**src/design/binary_mask_boundary_detect_core_assert.svh**
```systemverilog
// Assertion macros for the binary mask boundary detector.
// No dependencies; included by the files that carry assertions.
`ifndef BINARY_MASK_BOUNDARY_DETECT_CORE_ASSERT_SVH
`define BINARY_MASK_BOUNDARY_DETECT_CORE_ASSERT_SVH

`ifndef SYNTH

// same-cycle implication
`define BMBD_ASSERT_IMP(lbl, clk_s, rst_n_s, ante, cons) \
	lbl: assert property (@(posedge clk_s) disable iff (!rst_n_s) (ante) |-> (cons)) \
		else $error("bmbd: same-cycle check failed");

// next-cycle implication
`define BMBD_ASSERT_NXT(lbl, clk_s, rst_n_s, ante, cons) \
	lbl: assert property (@(posedge clk_s) disable iff (!rst_n_s) (ante) |=> (cons)) \
		else $error("bmbd: next-cycle check failed");

`else

`define BMBD_ASSERT_IMP(lbl, clk_s, rst_n_s, ante, cons)
`define BMBD_ASSERT_NXT(lbl, clk_s, rst_n_s, ante, cons)

`endif

`endif

```
**src/design/bmbd_pkg.sv**
```systemverilog
// Shared types and constants of the binary mask boundary detector.
// No dependencies.
`timescale 1ns / 1ps
`default_nettype none

package bmbd_pkg;

	// output field widths (coordinates are masked to these)
	localparam int COL_W = 10;
	localparam int ROW_W = 12;

	// configuration port
	localparam int CFG_IDX_W  = 4;
	localparam int CFG_DATA_W = 13;
	localparam int WIDTH_W    = 11;
	localparam int HEIGHT_W   = 13;

	localparam logic [CFG_IDX_W-1:0] REG_IMAGE_WIDTH  = 4'd0;
	localparam logic [CFG_IDX_W-1:0] REG_IMAGE_HEIGHT = 4'd1;

	localparam logic [WIDTH_W-1:0]  WIDTH_RESET  = 11'd1024;
	localparam logic [HEIGHT_W-1:0] HEIGHT_RESET = 13'd1024;

	// line store entry bits
	localparam int LS_PREV  = 0;
	localparam int LS_OLDER = 1;

	// result queue
	localparam int FIFO_DEPTH = 4;
	localparam int FIFO_AW    = 2;
	localparam int FIFO_CW    = 3;

	typedef struct packed {
		logic [COL_W-1:0] col;
		logic [ROW_W-1:0] row;
		logic             flag;
		logic             last;
	} res_t;

	typedef struct packed {
		logic push0;
		logic push1;
	} push_t;

	typedef struct packed {
		logic load;
		logic use_alt;
	} cell_ctrl_t;

endpackage

`default_nettype wire

```
**src/design/binary_mask_boundary_detect_core.sv**
```systemverilog
// Top level of the binary mask boundary detector: counters, window cells,
// line store and result queue. Uses bmbd_pkg, bmbd_cell, bmbd_line_store,
// bmbd_result_fifo and the assertion macro header.
//
//  channel | handshake              | payload
//  --------+------------------------+---------------------------------------
//  in      | in_valid / in_ready    | gray
//  out     | out_valid / out_ready  | pixel_col, pixel_row, is_boundary,
//          |                        | last_of_run
//  cfg     | cfg_valid / cfg_ready  | cfg_index, cfg_data
//
// One pixel item is accepted per cycle while in_ready is high; results of a row are
// written into the result queue when the item of the row below is accepted.
// On the last row every item gives two results (one if the frame has one row); the single
// output port drains one per cycle while out_ready is high, so there in_ready holds the input back.
// The 4-entry result queue sets in_ready: an item is taken while at least 2 slots are free.
// Reset clears counters and the queue; the line store needs no clearing pass.
// Configuration writes are always accepted; writes to the width or height register restart the frame.
`timescale 1ns / 1ps
`default_nettype none
`include "binary_mask_boundary_detect_core_assert.svh"

module binary_mask_boundary_detect_core #(
	parameter int MAX_WIDTH  = 1024,
	parameter int MAX_HEIGHT = 4096
) (
	input  wire                                clk,
	input  wire                                arst_n,
	// pixel input
	input  wire                                in_valid,
	output logic                               in_ready,
	input  wire  [7:0]                         gray,
	// results
	output logic                               out_valid,
	input  wire                                out_ready,
	output logic [bmbd_pkg::COL_W-1:0]         pixel_col,
	output logic [bmbd_pkg::ROW_W-1:0]         pixel_row,
	output logic                               is_boundary,
	output logic                               last_of_run,
	// configuration
	input  wire                                cfg_valid,
	output logic                               cfg_ready,
	input  wire  [bmbd_pkg::CFG_IDX_W-1:0]     cfg_index,
	input  wire  [bmbd_pkg::CFG_DATA_W-1:0]    cfg_data
);

	localparam int CW = $clog2(MAX_WIDTH);
	localparam int RW = $clog2(MAX_HEIGHT);

	logic [bmbd_pkg::WIDTH_W-1:0]  width_q;
	logic [bmbd_pkg::HEIGHT_W-1:0] height_q;
	logic [CW-1:0]                 col_q, col_d, w_last, rd_addr;
	logic [RW-1:0]                 row_q, row_d, h_last;
	logic                          accept, cfg_hit, cur;
	logic                          left_b, center_b, up_b, first_b;
	logic [1:0]                    rd_data;
	logic                          border, flag0, res0_v, res1_v;
	bmbd_pkg::cell_ctrl_t          shift_ctrl, center_ctrl, first_ctrl;
	bmbd_pkg::push_t               push;
	bmbd_pkg::res_t                res0, res1, d0, out_item;
	logic [bmbd_pkg::FIFO_CW-1:0]  fifo_count;

	assign cfg_ready = 1'b1;
	assign cfg_hit   = cfg_valid && ((cfg_index == bmbd_pkg::REG_IMAGE_WIDTH) ||
		(cfg_index == bmbd_pkg::REG_IMAGE_HEIGHT));
	assign in_ready  = (fifo_count <= bmbd_pkg::FIFO_CW'(bmbd_pkg::FIFO_DEPTH - 2));
	assign accept    = in_valid && in_ready;
	assign cur       = (gray != 8'd0);

	// configuration registers
	always_ff @(posedge clk or negedge arst_n) begin
		if (!arst_n) begin
			width_q  <= bmbd_pkg::WIDTH_RESET;
			height_q <= bmbd_pkg::HEIGHT_RESET;
		end else if (cfg_valid) begin
			if (cfg_index == bmbd_pkg::REG_IMAGE_WIDTH) begin
				width_q <= cfg_data[bmbd_pkg::WIDTH_W-1:0];
			end
			if (cfg_index == bmbd_pkg::REG_IMAGE_HEIGHT) begin
				height_q <= cfg_data[bmbd_pkg::HEIGHT_W-1:0];
			end
		end
	end

	// last column and row index, zero acts as one, clamp at the maxima
	always_comb begin
		if (width_q == '0) begin
			w_last = '0;
		end else if (32'(width_q) > MAX_WIDTH) begin
			w_last = CW'(MAX_WIDTH - 1);
		end else begin
			w_last = CW'(width_q - bmbd_pkg::WIDTH_W'(1));
		end
		if (height_q == '0) begin
			h_last = '0;
		end else if (32'(height_q) > MAX_HEIGHT) begin
			h_last = RW'(MAX_HEIGHT - 1);
		end else begin
			h_last = RW'(height_q - bmbd_pkg::HEIGHT_W'(1));
		end
	end

	// raster position of the next item
	always_comb begin
		col_d = col_q;
		row_d = row_q;
		if (cfg_hit) begin
			col_d = '0;
			row_d = '0;
		end else if (accept) begin
			if (col_q == w_last) begin
				col_d = '0;
				row_d = (row_q == h_last) ? '0 : row_q + RW'(1);
			end else begin
				col_d = col_q + CW'(1);
			end
		end
	end

	always_ff @(posedge clk or negedge arst_n) begin
		if (!arst_n) begin
			col_q <= '0;
			row_q <= '0;
		end else begin
			col_q <= col_d;
			row_q <= row_d;
		end
	end

	// line store: read the right-hand entry of the next item ahead of time
	assign rd_addr = col_d + CW'(1);

	bmbd_line_store #(
		.DEPTH (MAX_WIDTH),
		.AW    (CW)
	) u_line_store (
		.clk     (clk),
		.we      (accept),
		.wr_addr (col_q),
		.wr_data ({center_b, cur}),
		.rd_addr (rd_addr),
		.rd_data (rd_data)
	);

	// window cells of the rows above: left <- center <- store, up <- store
	assign shift_ctrl  = '{load: accept, use_alt: 1'b0};
	assign center_ctrl = '{load: accept, use_alt: (col_q == w_last)};
	assign first_ctrl  = '{load: accept && (col_q == '0), use_alt: 1'b0};

	bmbd_cell u_cell_left (
		.clk      (clk),
		.ctrl     (shift_ctrl),
		.shift_in (center_b),
		.alt_in   (center_b),
		.q        (left_b)
	);

	// at a row wrap the center reloads the first pixel of the row just taken
	bmbd_cell u_cell_center (
		.clk      (clk),
		.ctrl     (center_ctrl),
		.shift_in (rd_data[bmbd_pkg::LS_PREV]),
		.alt_in   ((w_last == '0) ? cur : first_b),
		.q        (center_b)
	);

	bmbd_cell u_cell_up (
		.clk      (clk),
		.ctrl     (shift_ctrl),
		.shift_in (rd_data[bmbd_pkg::LS_OLDER]),
		.alt_in   (rd_data[bmbd_pkg::LS_OLDER]),
		.q        (up_b)
	);

	bmbd_cell u_cell_first (
		.clk      (clk),
		.ctrl     (first_ctrl),
		.shift_in (cur),
		.alt_in   (cur),
		.q        (first_b)
	);

	// boundary test of the pixel one row above the item
	assign border = (row_q == RW'(1)) || (col_q == '0) || (col_q == w_last);
	assign flag0  = center_b && (border ||
		!(up_b && cur && left_b && rd_data[bmbd_pkg::LS_PREV]));
	assign res0_v = (row_q != '0);
	assign res1_v = (row_q == h_last);

	assign res0 = '{col:  bmbd_pkg::COL_W'(col_q),
	                row:  bmbd_pkg::ROW_W'(row_q - RW'(1)),
	                flag: flag0,
	                last: !res1_v};
	assign res1 = '{col:  bmbd_pkg::COL_W'(col_q),
	                row:  bmbd_pkg::ROW_W'(row_q),
	                flag: cur,
	                last: 1'b1};

	// pack results into the queue
	assign d0   = res0_v ? res0 : res1;
	assign push = '{push0: accept && (res0_v || res1_v),
	                push1: accept && res0_v && res1_v};

	bmbd_result_fifo u_result_fifo (
		.clk        (clk),
		.arst_n     (arst_n),
		.push       (push),
		.d0         (d0),
		.d1         (res1),
		.pop_ready  (out_ready),
		.item_valid (out_valid),
		.item       (out_item),
		.count      (fifo_count)
	);

	assign pixel_col   = out_item.col;
	assign pixel_row   = out_item.row;
	assign is_boundary = out_item.flag;
	assign last_of_run = out_item.last;

	// checks
	`BMBD_ASSERT_IMP(a_fifo_bound, clk, arst_n, 1'b1, fifo_count <= bmbd_pkg::FIFO_CW'(bmbd_pkg::FIFO_DEPTH))
	`BMBD_ASSERT_NXT(a_frame_wrap, clk, arst_n, accept && !cfg_hit && (col_q == w_last) && (row_q == h_last), (col_q == '0) && (row_q == '0))
	`BMBD_ASSERT_NXT(a_col_step, clk, arst_n, accept && !cfg_hit && (col_q != w_last), (col_q == $past(col_q) + CW'(1)) && (row_q == $past(row_q)))

endmodule

`default_nettype wire

```
**src/design/bmbd_cell.sv**
```systemverilog
// One window cell: a foreground bit that shifts in from its neighbor or
// loads an alternate bit at a row wrap. Uses bmbd_pkg.
`timescale 1ns / 1ps
`default_nettype none

module bmbd_cell (
	input  wire                  clk,
	input  bmbd_pkg::cell_ctrl_t ctrl,
	input  wire                  shift_in,
	input  wire                  alt_in,
	output logic                 q
);

	logic bit_q;

	// payload bit, no reset needed
	always_ff @(posedge clk) begin
		if (ctrl.load) begin
			bit_q <= ctrl.use_alt ? alt_in : shift_in;
		end
	end

	assign q = bit_q;

endmodule

`default_nettype wire

```
**src/design/bmbd_line_store.sv**
```systemverilog
// Line store of the two previous rows' foreground bits, one entry per column.
// One write and one registered read per cycle, write-first on collision.
`timescale 1ns / 1ps
`default_nettype none

module bmbd_line_store #(
	parameter int DEPTH = 1024,
	parameter int AW    = 10
) (
	input  wire           clk,
	input  wire           we,
	input  wire  [AW-1:0] wr_addr,
	input  wire  [1:0]    wr_data,
	input  wire  [AW-1:0] rd_addr,
	output logic [1:0]    rd_data
);

	logic [1:0] mem_q [DEPTH];
	logic [1:0] rd_q;

	// write port
	always_ff @(posedge clk) begin
		if (we) begin
			mem_q[wr_addr] <= wr_data;
		end
	end

	// read port with bypass of a same-cycle write
	always_ff @(posedge clk) begin
		if (we && (wr_addr == rd_addr)) begin
			rd_q <= wr_data;
		end else if (32'(rd_addr) < DEPTH) begin
			rd_q <= mem_q[rd_addr];
		end
	end

	assign rd_data = rd_q;

endmodule

`default_nettype wire

```
**src/design/bmbd_result_fifo.sv**
```systemverilog
// Four-entry result queue, up to two pushes and one pop per cycle.
// Uses bmbd_pkg for the result and push types.
`timescale 1ns / 1ps
`default_nettype none

module bmbd_result_fifo (
	input  wire                           clk,
	input  wire                           arst_n,
	input  bmbd_pkg::push_t               push,
	input  bmbd_pkg::res_t                d0,
	input  bmbd_pkg::res_t                d1,
	input  wire                           pop_ready,
	output logic                          item_valid,
	output bmbd_pkg::res_t                item,
	output logic [bmbd_pkg::FIFO_CW-1:0]  count
);

	bmbd_pkg::res_t                 mem_q [bmbd_pkg::FIFO_DEPTH];
	logic [bmbd_pkg::FIFO_AW-1:0]   wp_q;
	logic [bmbd_pkg::FIFO_AW-1:0]   rp_q;
	logic [bmbd_pkg::FIFO_CW-1:0]   cnt_q;
	logic [bmbd_pkg::FIFO_CW-1:0]   n_push;
	logic                           pop;

	assign pop    = (cnt_q != '0) && pop_ready;
	assign n_push = bmbd_pkg::FIFO_CW'(push.push0) + bmbd_pkg::FIFO_CW'(push.push1);

	// storage
	always_ff @(posedge clk) begin
		if (push.push0) begin
			mem_q[wp_q] <= d0;
		end
		if (push.push1) begin
			mem_q[wp_q + bmbd_pkg::FIFO_AW'(1)] <= d1;
		end
	end

	// pointers and fill count
	always_ff @(posedge clk or negedge arst_n) begin
		if (!arst_n) begin
			wp_q  <= '0;
			rp_q  <= '0;
			cnt_q <= '0;
		end else begin
			wp_q  <= wp_q + bmbd_pkg::FIFO_AW'(n_push);
			rp_q  <= rp_q + bmbd_pkg::FIFO_AW'(pop);
			cnt_q <= cnt_q + n_push - bmbd_pkg::FIFO_CW'(pop);
		end
	end

	assign item_valid = (cnt_q != '0);
	assign item       = mem_q[rp_q];
	assign count      = cnt_q;

endmodule

`default_nettype wire
```
**config.mk**
```make
export PLATFORM = sky130hd
export DESIGN_NAME = binary_mask_boundary_detect_core
export DESIGN_NICKNAME = d
export VERILOG_FILES = /design/src/design/bmbd_pkg.sv /design/src/design/binary_mask_boundary_detect_core.sv /design/src/design/bmbd_cell.sv /design/src/design/bmbd_line_store.sv /design/src/design/bmbd_result_fifo.sv
export VERILOG_INCLUDE_DIRS = /design/src /design/src/design
export SDC_FILE = /design/constraint.sdc
export NUM_CORES = 2
export LEC_CHECK = 0
export ABC_AREA = 1
export BUFFER_PORTS_ARGS = -buffer_cell sky130_fd_sc_hd__buf_2
export CAP_MARGIN = 20
export CORE_MARGIN = 2
export CORE_UTILIZATION = 55
export CTS_BUF_LIST = sky130_fd_sc_hd__clkbuf_8
export CTS_CLUSTER_SIZE = 28
export DETAILED_ROUTE_END_ITERATION = 8
export PLACE_DENSITY = 0.75
export SLEW_MARGIN = 5
export SYNTH_ARGS = -nofsm -noshare
export SYNTH_HDL_FRONTEND = slang
export SYNTH_HIERARCHICAL = 1
export SYNTH_SLANG_ARGS = --single-unit
export TNS_END_PERCENT = 100
```
**constraint.sdc**
```tcl
create_clock -name clk -period 46.7 [get_ports clk]
set_clock_uncertainty 0.2 [all_clocks]
set_input_delay 11.675 -clock clk [delete_from_list [all_inputs] [get_ports clk]]
set_output_delay 11.675 -clock clk [all_outputs]
set_load 0.005 [all_outputs]
```
==> impl_metrics.py <==
metrics = {
    "global_route": {
        "use_met1_pct": 37.5,
        "busiest_layer": "met2",
        "use_met3_pct": 5.21,
        "grt_max_degree": 293,
        "antenna_found_initial": 4,
        "grt_pass1_vias": 68148,
        "grt_usage_pct": 28.6,
        "grt_first_pass_wirelength_mm": 391,
        "use_met2_pct": 46.4,
        "grt-ovfl-total": 0,
    },
    "synthesis": {
        "ys_seq_area_share_pct": 68.1,
        "synth_mux_area_share_pct": 0,
        "synth_ff_type": "edfxtp_1",
        "synth_edf_count": 2148,
        "synthSimpleGateAreaFrac_pct": 26.4,
        "synth_top_family_by_area": "simple AND/OR/NAND/NOR gates",
        "synthAdderAreaFrac_pct": 0.214,
        "yosys_warnings": 6,
        "synthCells": 9333,
        "synth-seq-cells": 2211,
        "synth_xor_xnor_area_share_pct": 0.361,
        "synth_cell_types": 43,
        "syn_avg_cell_area_um2": 10.4,
        "async_reset_ff_share_pct": 2.40,
        "netlist_area_um2": 97000,
        "synth_compound_area_share_pct": 0.548,
    },
    "die": {
        "start_util_pct": 55.2,
        "core-area_um2": 176000,
        "die_x_um": 424,
        "rows": 154,
        "io-pin-count": 57,
        "die_h_um": 424,
        "die_area_um2": 180000,
    },
    "drt": {
        "drc": 0,
        "drtPass1Iterations": 6,
        "drt_iter0_markers": 9760,
        "via_count": 70684,
        "ant_nets": 0,
        "avgViaCountPerCell": 5.99,
        "wirelength_mm": 261,
        "wire_per_inst_um": 22.2,
    },
    "clock_tree": {
        "cts_hold_buffers": 0,
        "clock_sinks": 2211,
        "cts_buffers": 357,
        "clk_path_buf_depth": 4,
        "cts-root-buf": "clkbuf_8",
        "htreeDepth": 5,
        "ctsResizeCount": 0,
        "clk_pin_slew_ps": 60,
        "tritoncts": "built",
        "clkLatencyLatePin_ps": 1020,
        "postCtsSetupBuffers": 0,
    },
    "placed_design": {
        "dp_hpwl_mm": 132,
        "place.gp.congestion": 0.846,
        "portBuffers": 55,
        "placed_area_um2": 98500,
    },
    "cells_and_area": {
        "final_common_cell": "nand2_1",
        "multiInputGateArea_um2": 26900,
        "final_nets": 9246,
        "area_delta_synth_final_pct": 8.39,
        "fillers": 13949,
        "layout_common_cells": "nand2_1 (2549), nand3_1 (2166), edfxtp_1 (2148)",
        "fin_area_um2": 105000,
        "seq_area_um2": 66100,
        "drive_above_1_share_pct": 7.35,
    },
    "critical_path": {
        "ff2ff_path_depth": 23,
        "rrSetupSlack_ps": 39630,
        "cp-start-kind": "primary input",
        "crit_type": "primary input to flip-flop",
        "critPathCaptureType": "flip-flop",
        "worst_ep_required_time_ps": 47180,
        "crit_arrival_ps": 15320,
        "r2r_end": "u_result_fifo/mem_q[0][1]",
        "crit_fanout": 197,
    },
    "power": {
        "leakage_nw": 38.7,
        "powerDensity_nw_per_um2": 53.6,
        "p_total_mw": 5.64,
        "ir_worst_vdd_mv": 0.0600,
    },
    "worst_hold_path": {
        "hold_path_end": "height_q[0]",
        "worstHoldStart": "height_q[0]",
        "worstHoldPathType": "flip-flop to flip-flop",
        "holdPathStages": 2,
    },
    "sta": {
        "rsz0062_at_grt": "false",
        "period_needed_ps": 14840,
        "setup_viol": 0,
        "worstMarginPinSlew_ps": 1800,
        "timing.hold.ws_ps": 289,
        "finalHoldViolations": 0,
        "finalCritPeriodShare_pct": 31.8,
        "max_slew_margin_pct": -19.9,
        "tns_ps": 0,
        "maxSlewViolCount": 148,
        "max_freq_ghz": 0.0674,
    },
    "status": {
        "violations": "slew limit",
        "status": "complete, but fails checks",
    },
    "flow_run": {
        "cap_violations": 0,
    },
}
logic make-up (layout without fill, tap and decap cells):
kind of cell	after synthesis	after routing
XOR/XNOR	40	40
AO/OA/AOI/OAI	99	99
adder cells (fa/ha/maj)	16	16
flip-flops	2211	2211
AND/OR/NAND/NOR	5990	5990
other	2	14
buffers and inverters	975	1085
Yosys cell counts (all sizes together), types with 32 or more instances:
master | count | area share (%)
buf | 420 | 2.3
inv | 270 | 1.0
nor2 | 1119 | 4.4
nand2 | 2579 | 10
nand4 | 66 | 0.43
o21ai | 74 | 0.40
xor2 | 32 | 0.29
nor3 | 33 | 0.17
nand3 | 2177 | 11
dfrtp | 51 | 1.3
clkbuf | 282 | 1.1
edfxtp | 2148 | 66
state kept, by name (all words and copies together) (netlist names), 2 cells and up, named ones only:
| signal | flops |
|---|---|
| u_line_store/mem_q | 2048 |
| u_result_fifo/mem_q | 96 |
| height_q | 13 |
| row_q | 12 |
| width_q | 11 |
| col_q | 10 |
| u_result_fifo/count | 3 |
| u_result_fifo/rp_q | 2 |
| u_result_fifo/wp_q | 2 |
per-layer routing:
layer | wire length (um) | vias up
li1 | - | 31821
met1 | 95000 | 33773
met2 | 123000 | 4337
met3 | 31000 | 753
met4 | 12200 | 0
met5 | 0 | -
final cells by class:
cell class | count | area share, %
Timing Repair Buffer | 201 | 1.89
Multi-Input combinational cell | 6156 | 25.6
Clock inverter | 241 | 1.09
Antenna cell | 3 | 0.00714
Clock buffer | 370 | 4.84
Sequential cell | 2211 | 62.8
Tap cell | 2340 | 2.78
Inverter | 273 | 1.01
power breakdown:
part | switching [mW] | internal, mW
registers | 0.0504 | 2.31
logic | 1.32 | 0.460
clock network | 0.732 | 0.766
total | 2.11 | 3.53
worst max path at each step:
stage / startpoint / end / slack, ps
6_report: gray[0] / u_line_store/mem_q[144][0] / 31860
3_5_place_dp: gray[0] / u_line_store/mem_q[126][0] / 30830
4_1_cts: u_result_fifo/rp_q[1] / pixel_col[5] / 31860
3_3_place_gp: gray[1] / u_line_store/mem_q[126][0] / 30870
5_1_grt: gray[1] / u_line_store/mem_q[144][0] / 31650
2_1_floorplan: gray[4] / u_line_store/mem_q[0][0] / 19960
worst max-delay path, cell delays in order:
cell,delay [ps]
buf_2,80
nor4_1,60
nand2_4,260
buf_4,810
buf_4,870
buf_12,530
buf_12,520
metrics by stage:
stage	std cells	setup WS (ps)	util (%)
after floorplan	9342	19960	-
after global placement	11151	30870	55.9
after detailed placement	11165	30830	56.1
after CTS	11776	31860	59.6
after global routing	11794	31650	59.8
final	11795	31860	59.8
Note: power is estimated with default switching activity, not from simulation.
